### config.mk
export PLATFORM = sky130hd
export DESIGN_NAME = utf8_to_utf16_transcoder
export DESIGN_NICKNAME = d
export VERILOG_FILES = /design/src/sv/u8u16_pkg.sv /design/src/sv/utf8_to_utf16_transcoder.sv
export SDC_FILE = /design/constraint.sdc
export NUM_CORES = 1
export LEC_CHECK = 0
export BUFFER_PORTS_ARGS = -buffer_cell sky130_fd_sc_hd__buf_2
export CAP_MARGIN = 40
export CORE_MARGIN = 2
export CORE_UTILIZATION = 41
export DETAILED_ROUTE_END_ITERATION = 8
export HOLD_SLACK_MARGIN = 0.02
export SLEW_MARGIN = 40
export SYNTH_ARGS = -nofsm -noshare
export SYNTH_HDL_FRONTEND = slang
export SYNTH_SLANG_ARGS = --single-unit
### constraint.sdc
create_clock -name i_clk -period 5 [get_ports i_clk]
set_input_delay 0.25 -clock i_clk [delete_from_list [all_inputs] [get_ports i_clk]]
set_output_delay 0.25 -clock i_clk [all_outputs]
set_load 0.01 [all_outputs]
### src/sv/u8u16_pkg.sv
// Package: constants, result type and code unit helpers for the UTF-8 to UTF-16 transcoder.
`default_nettype none
package u8u16_pkg;

    localparam int unsigned FifoDepth = 4;
    localparam int unsigned PtrW      = $clog2(FifoDepth);
    localparam int unsigned CntW      = $clog2(FifoDepth + 1);

    localparam logic [7:0]  LeadFour   = 8'hF0;
    localparam logic [7:0]  LeadThree  = 8'hE0;
    localparam logic [7:0]  LeadTwo    = 8'hC0;
    localparam logic [7:0]  ContMark   = 8'h80;
    localparam logic [7:0]  ContMask   = 8'h3F;
    localparam logic [20:0] AsciiMax   = 21'd127;
    localparam logic [20:0] BmpMax     = 21'h00FFFF;
    localparam logic [20:0] SuppBase   = 21'h010000;
    localparam logic [15:0] HiSurr     = 16'hD800;
    localparam logic [15:0] LoSurr     = 16'hDC00;

    // sequence length codes (length minus one)
    typedef enum logic [1:0] {
        SEQ_ONE   = 2'd0,
        SEQ_TWO   = 2'd1,
        SEQ_THREE = 2'd2,
        SEQ_FOUR  = 2'd3
    } t_seq;

    // one output word
    typedef struct packed {
        logic        bad_input;
        logic        end_mark;
        logic [15:0] code_unit;
    } t_res;

    localparam t_res ResBad = '{bad_input: 1'b1, end_mark: 1'b0, code_unit: 16'h0000};
    localparam t_res ResEnd = '{bad_input: 1'b0, end_mark: 1'b1, code_unit: 16'h0000};

    function automatic t_res unit_word(input logic [15:0] unit);
        t_res r;
        r.bad_input = 1'b0;
        r.end_mark  = 1'b0;
        r.code_unit = unit;
        return r;
    endfunction

endpackage
`default_nettype wire

### src/sv/utf8_to_utf16_transcoder.sv
// Top level: UTF-8 byte stream in, UTF-16 code unit stream out.
//
// Usage:
//   Slave stream s_axis_* takes one UTF-8 byte per word in tdata. A zero
//   byte ends a string. Master stream m_axis_* gives one UTF-16 code unit
//   per word in tdata; tlast marks the terminating zero unit and tuser
//   flags an error word (malformed input), after which bytes are dropped
//   up to and including the next zero byte.
//   A result is written into a four-word output queue on the accepting
//   edge and is read out of the queue onto m_axis in order.
//   Throughput: one byte per cycle while s_axis_tready is high. A byte
//   gives zero, one or two words; a code point above 0xFFFF gives a
//   surrogate pair from its last byte. The output side moves one word per
//   cycle, so the queue absorbs pairs. s_axis_tready is high while the
//   queue has room for two words, so a stalled receiver backs the input
//   up after the queue fills; no word is lost. Synchronous active-low
//   reset clears the decoder state and empties the queue.
`default_nettype none
module utf8_to_utf16_transcoder
    import u8u16_pkg::*;
(
    input  wire logic        i_clk,
    input  wire logic        i_rst_n,
    // input byte stream
    input  wire logic        s_axis_tvalid,
    output logic             s_axis_tready,
    input  wire logic [7:0]  s_axis_tdata,   // [7:0] in_byte
    // output code unit stream
    output logic             m_axis_tvalid,
    input  wire logic        m_axis_tready,
    output logic [15:0]      m_axis_tdata,   // [15:0] code_unit
    output logic             m_axis_tlast,   // end_mark
    output logic             m_axis_tuser    // [0] bad_input
);

    // decoder state
    logic [1:0]  r_pending, n_pending;
    logic [20:0] r_accum,   n_accum;
    t_seq        r_seq,     n_seq;
    logic        r_discard, n_discard;

    // output queue
    t_res            r_fifo [FifoDepth];
    logic [PtrW-1:0] r_wptr, r_rptr;
    logic [CntW-1:0] r_cnt;

    logic        in_acc, out_acc;
    logic [7:0]  b;
    logic [1:0]  nres;
    logic        emit;
    t_res        res0, res1;
    logic [20:0] cp, shifted, supp;

    assign b       = s_axis_tdata;
    assign in_acc  = s_axis_tvalid && s_axis_tready;
    assign out_acc = m_axis_tvalid && m_axis_tready;
    assign s_axis_tready = (r_cnt <= CntW'(FifoDepth - 2));

    assign shifted = {r_accum[14:0], b[5:0] & ContMask[5:0]};

    // decode one byte
    always_comb begin
        n_pending = r_pending;
        n_accum   = r_accum;
        n_seq     = r_seq;
        n_discard = r_discard;
        nres      = 2'd0;
        emit      = 1'b0;
        res0      = ResBad;
        res1      = ResBad;
        cp        = 21'd0;
        if (r_discard) begin
            if (b == 8'h00) begin
                n_discard = 1'b0;
            end
        end else if (r_pending != 2'd0) begin
            if ((b & ContMark) != ContMark) begin
                n_pending = 2'd0;
                n_accum   = 21'd0;
                n_seq     = SEQ_ONE;
                n_discard = (b != 8'h00);
                nres      = 2'd1;
                res0      = ResBad;
            end else if (r_pending != 2'd1) begin
                n_accum   = shifted;
                n_pending = r_pending - 2'd1;
            end else begin
                cp        = shifted;
                n_pending = 2'd0;
                n_accum   = 21'd0;
                n_seq     = SEQ_ONE;
                if (r_seq == SEQ_TWO && cp <= AsciiMax) begin
                    n_discard = 1'b1;
                    nres      = 2'd1;
                    res0      = ResBad;
                end else begin
                    nres = 2'd1;
                    emit = 1'b1;
                end
            end
        end else begin
            priority if (b == 8'h00) begin
                nres = 2'd1;
                res0 = ResEnd;
            end else if ((b & LeadFour) == LeadFour) begin
                n_accum   = {18'd0, b[2:0]};
                n_seq     = SEQ_FOUR;
                n_pending = 2'd3;
            end else if ((b & LeadThree) == LeadThree) begin
                n_accum   = {17'd0, b[3:0]};
                n_seq     = SEQ_THREE;
                n_pending = 2'd2;
            end else if ((b & LeadTwo) == LeadTwo) begin
                n_accum   = {16'd0, b[4:0]};
                n_seq     = SEQ_TWO;
                n_pending = 2'd1;
            end else if (b[7] == 1'b0) begin
                cp   = {13'd0, b};
                nres = 2'd1;
                emit = 1'b1;
            end else begin
                n_discard = 1'b1;
                nres      = 2'd1;
                res0      = ResBad;
            end
        end
        // a finished code point: one unit or a surrogate pair
        supp = cp - SuppBase;
        if (emit) begin
            if (cp > BmpMax) begin
                nres = 2'd2;
                res0 = unit_word(HiSurr + {5'd0, supp[20:10]});
                res1 = unit_word(LoSurr + {6'd0, supp[9:0]});
            end else begin
                res0 = unit_word(cp[15:0]);
            end
        end
    end

    // decoder state registers
    always_ff @(posedge i_clk) begin
        if (!i_rst_n) begin
            r_pending <= 2'd0;
            r_accum   <= 21'd0;
            r_seq     <= SEQ_ONE;
            r_discard <= 1'b0;
        end else if (in_acc) begin
            r_pending <= n_pending;
            r_accum   <= n_accum;
            r_seq     <= n_seq;
            r_discard <= n_discard;
        end
    end

    // queue pointers and count
    always_ff @(posedge i_clk) begin
        if (!i_rst_n) begin
            r_wptr <= '0;
            r_rptr <= '0;
            r_cnt  <= '0;
        end else begin
            if (in_acc) begin
                r_wptr <= r_wptr + PtrW'(nres);
            end
            if (out_acc) begin
                r_rptr <= r_rptr + PtrW'(1);
            end
            r_cnt <= r_cnt + (in_acc ? CntW'(nres) : CntW'(0))
                           - (out_acc ? CntW'(1) : CntW'(0));
        end
    end

    // queue storage
    always_ff @(posedge i_clk) begin
        if (in_acc && nres != 2'd0) begin
            r_fifo[r_wptr] <= res0;
        end
        if (in_acc && nres == 2'd2) begin
            r_fifo[r_wptr + PtrW'(1)] <= res1;
        end
    end

    assign m_axis_tvalid = (r_cnt != '0);
    assign m_axis_tdata  = r_fifo[r_rptr].code_unit;
    assign m_axis_tlast  = r_fifo[r_rptr].end_mark;
    assign m_axis_tuser  = r_fifo[r_rptr].bad_input;

    // checks
    a_cnt_bound: assert property (@(posedge i_clk) disable iff (!i_rst_n)
        r_cnt <= CntW'(FifoDepth))
        else $error("output queue overflow");

    a_pend_seq: assert property (@(posedge i_clk) disable iff (!i_rst_n)
        r_pending <= r_seq)
        else $error("pending count exceeds sequence length");

    a_disc_idle: assert property (@(posedge i_clk) disable iff (!i_rst_n)
        r_discard |-> (r_pending == 2'd0))
        else $error("discarding while a sequence is open");

    a_valid_cnt: assert property (@(posedge i_clk) disable iff (!i_rst_n)
        (r_cnt == '0) |=> !($past(out_acc)))
        else $error("word taken from empty queue");

endmodule
`default_nettype wire
==> impl_metrics.py <==
metrics = {
    "worst_setup_path": {
        "worstPathArrival_ps": 4730,
        "worst_ep_required_time_ps": 5260,
        "slowest_delay_ps": 580,
        "cp_cell_sequence": "inv_1, ha_1, and3b_1, and2_1, nand2_1, ha_1, nand2_1, and3_1, or2_1, nor2_1, nand2_1, ha_1, inv_1, ha_1, inv_1, fa_1, xor2_1, xnor2_1, and2_1",
        "path_class": "flip-flop to flip-flop",
        "r2r-end": "r_cnt[2]",
        "end_kind": "flip-flop",
        "start_kind": "flip-flop",
        "ff2ff_setup_slack_ps": 530,
        "critical_path.slowest_cell": "and3_1",
        "ff2ff_path_depth": 19,
        "cpMostUsedCell": "ha_1",
        "cp_max_fo": 16,
        "cp_top_family": "simple AND/OR/NAND/NOR gates",
        "r2r_start": "r_pending[0]",
        "worst-path-buf-inv": 3,
    },
    "floorplan": {
        "core_mm2": 0.0131,
        "start_util_pct": 41.6,
        "die_w_um": 119,
        "io_pins": 32,
        "dieArea_mm2": 0.0142,
        "dieHeight_um": 119,
        "std_cell_rows": 42,
    },
    "hold_path": {
        "holdPathEnd": "r_accum[5]",
        "hold_path_class": "input port to flip-flop",
        "hold_path_depth": 3,
        "hold_start": "s_axis_tdata[5]",
    },
    "routing": {
        "post-route-drc-count": 0,
        "post_drt_wl_per_cell_um": 20.0,
        "routed_wl_um": 13700,
        "top_layer": "met4",
        "wl_met2_um": 6430,
        "wl_met1_um": 6010,
        "drt_iter0_markers": 332,
        "avgViaCountPerCell": 5.94,
        "wl_met3_um": 992,
        "dr.pass1.iters": 5,
        "drtAntennaViolNets": 0,
        "vias": 4088,
    },
    "cells_and_area": {
        "layout-area-overhead-vs-synth_pct": 9.36,
        "layout.nets": 528,
        "final_common_cell": "edfxtp_1",
        "antenna_cells": 0,
        "layout-drive-gt1-share_pct": 17.2,
        "most-common-layout-cells": "edfxtp_1 (64), nand2_1 (52), nor2_1 (40), nand3_1 (36), dfxtp_1 (36)",
        "nFillCells": 1220,
    },
    "sta": {
        "fmax_mhz": 224,
        "tns_ps": 0,
        "setup_ws_ps": 534,
        "fin_crit_sh_pct": 89.3,
        "rsz0062_at_grt": "no",
        "setup_viol_count_final": 0,
        "hold_violations": 0,
        "max_slew_margin_pct": 47.3,
        "slew_violations": 0,
        "skew_ps": 10.8,
        "worst_slew_pin_slew_ps": 786,
        "fin_crit_ps": 4470,
    },
    "cts": {
        "clk-insertion-delay-late_ps": 360,
        "post-cts-setup-buffer-count": 0,
        "cts_buffers": 9,
        "clk_pin_slew_ps": 70,
        "htree_levels": 3,
        "cts.sinks": 101,
        "cts_tree": "yes",
        "clock-root-buffer": "clkbuf_16",
        "cts_hold_buffers": 0,
        "cts_resized": 0,
        "clk_path_buf_depth": 2,
    },
    "power": {
        "leakage_nw": 2.01,
        "p_switching_uw": 720,
        "combPwrFrac_pct": 26.0,
        "p_seq_share_pct": 43.4,
        "internal-power_mw": 1.60,
        "p_sw_share_pct": 31.0,
        "p_per_area_mw_per_mm2": 390,
        "power_frac_clock_pct": 30.6,
        "ir_worst_vdd_uv": 218,
        "finalPower_mw": 2.32,
    },
    "grt": {
        "overflow": 0,
        "grt_pass1_vias": 3984,
        "grt_pass1_wl_um": 22400,
        "track_usage_pct": 20.5,
        "grt_max_degree": 30,
        "antenna_found_initial": 0,
    },
    "logic_synthesis": {
        "synth_ff_type": "edfxtp_1",
        "postSynthCellCount": 496,
        "synth_fp_nets": 517,
        "ys_seq_area_share_pct": 48.9,
        "synthArstFlopShare_pct": 0,
        "synth.ff_latch_count": 101,
        "netlist_area_mm2": 0.00544,
        "ys.warnings.count": 0,
        "synth.distinct_cells": 69,
        "synth_edf_count": 64,
        "synth_area_per_cell_um2": 11.0,
    },
    "placement": {
        "port_buffers": 31,
        "dp_hpwl_um": 10000,
        "place_ws_ps": 569,
        "gp_congestion": 0.970,
    },
    "outcome": {
        "outcome": "finished, final reports clean",
    },
    "run": {
        "maxCapViolations": 0,
    },
}
[worst register-to-register path: cells and delay by family (launching register included)]
family	cells	cell delay, ps
simple gates	9	2280
fa+ha+maj	5	1300
xor+xnor	2	280
buf+inv	3	160
flops	1	370
[routing by layer]
layer / vias to the layer above / track usage (%)
met5: - / 0
met4: 0 / 7.51
met3: 27 / 5.80
met2: 160 / 31.4
met1: 2006 / 27.8
li1: 1895 / -
[state kept, by name, summed over array words and instances, names as in the netlist, named ones only]
register,flops
r_accum,15
r_cnt,3
r_discard,1
r_fifo,72
r_pending,2
r_rptr,2
r_seq,2
r_wptr,2
[logic make-up (layout without fill, tap and decap cells)]
kind of cell	Yosys count	in the layout	synth area share, %
and+or+nand+nor	185	185	17.7
AOI/OAI and AO/OA	126	126	17.8
DFF	101	101	48.9
buffers and inverters	50	66	4.74
muxes	20	20	7.84
adders and majority gates	9	9	2.21
xor gates and xnor gates	5	5	0.805
[worst max path at each step]
| stage | start | endpoint | depth (start not counted) |
|---|---|---|---|
| 2_1_floorplan | r_pending[1] | r_cnt[2] | 24 |
| 3_3_place_gp | r_pending[0] | r_cnt[2] | 19 |
| 3_5_place_dp | r_pending[0] | r_cnt[2] | 19 |
| 4_1_cts | r_pending[0] | r_cnt[2] | 19 |
| 5_1_grt | r_pending[0] | r_cnt[2] | 19 |
| 6_report | r_pending[0] | r_cnt[2] | 19 |
[power groups by stage]
stage	sequential [mW]	combinational [mW]	clock, mW
2_1_floorplan	0.998	0.468	0
5_1_grt	1.02	0.675	0.754
3_5_place_dp	1.03	0.611	0
4_1_cts	1.01	0.612	0.721
6_report	1.01	0.604	0.711
3_3_place_gp	1.02	0.596	0
[Yosys cell counts, drive strengths merged, types with 2 or more instances]
| cell | n | area share, % |
|---|---|---|
| a32o | 2 | 0.37 |
| nand3b | 2 | 0.28 |
| nor4 | 9 | 1.9 |
| and3 | 5 | 0.57 |
| nor3b | 2 | 0.28 |
| ha | 8 | 1.8 |
| a211oi | 2 | 0.60 |
| a21oi | 11 | 1.2 |
| nor2b | 2 | 0.23 |
| o211a | 2 | 0.37 |
| mux4 | 18 | 7.4 |
| nand4b | 2 | 0.32 |
| o22ai | 18 | 2.1 |
| nand3 | 36 | 3.3 |
| o31ai | 3 | 0.92 |
| nand4 | 5 | 0.69 |
| a21boi | 19 | 2.7 |
| o221ai | 5 | 0.80 |
| dfxtp | 37 | 14 |
| a21o | 2 | 0.28 |
| a31oi | 3 | 0.62 |
| buf | 24 | 2.9 |
| a22o | 2 | 0.32 |
| nand2b | 4 | 0.46 |
| xor2 | 3 | 0.48 |
| o211ai | 3 | 0.41 |
| nor3 | 4 | 0.57 |
| or3 | 2 | 0.23 |
| edfxtp | 64 | 35 |
| o2bb2ai | 9 | 1.4 |
| inv | 15 | 1.0 |
| o311ai | 8 | 1.3 |
| o31a | 2 | 0.32 |
| o21ai | 27 | 2.8 |
| o21a | 3 | 0.41 |
| clkbuf | 11 | 0.76 |
| and3b | 2 | 0.32 |
| and2 | 14 | 1.6 |
| nand2 | 52 | 3.6 |
| xnor2 | 2 | 0.32 |
| nor2 | 41 | 2.9 |
[layout make-up]
type | count | area (um2) | share of cell area, %
Inverter | 15 | 56.3 | 0.946
Tap cell | 176 | 220 | 3.70
Multi-Input combinational cell | 345 | 2530 | 42.6
Clock buffer | 9 | 225 | 3.78
Sequential cell | 101 | 2660 | 44.8
Timing Repair Buffer | 35 | 180 | 3.03
Clock inverter | 7 | 72.6 | 1.22
[metrics by stage]
stage | hold WS (ps) | area (um2) | std cells | util (%)
floorplan | 408 | 5440 | 496 | -
global placement | 448 | 5630 | 670 | 43.0
detailed placement | 454 | 5650 | 672 | 43.2
CTS | 240 | 5950 | 688 | 45.5
global route | 278 | 5950 | 688 | 45.5
finish | 244 | 5950 | 688 | 45.5
Power figures use the tool's default switching activity.
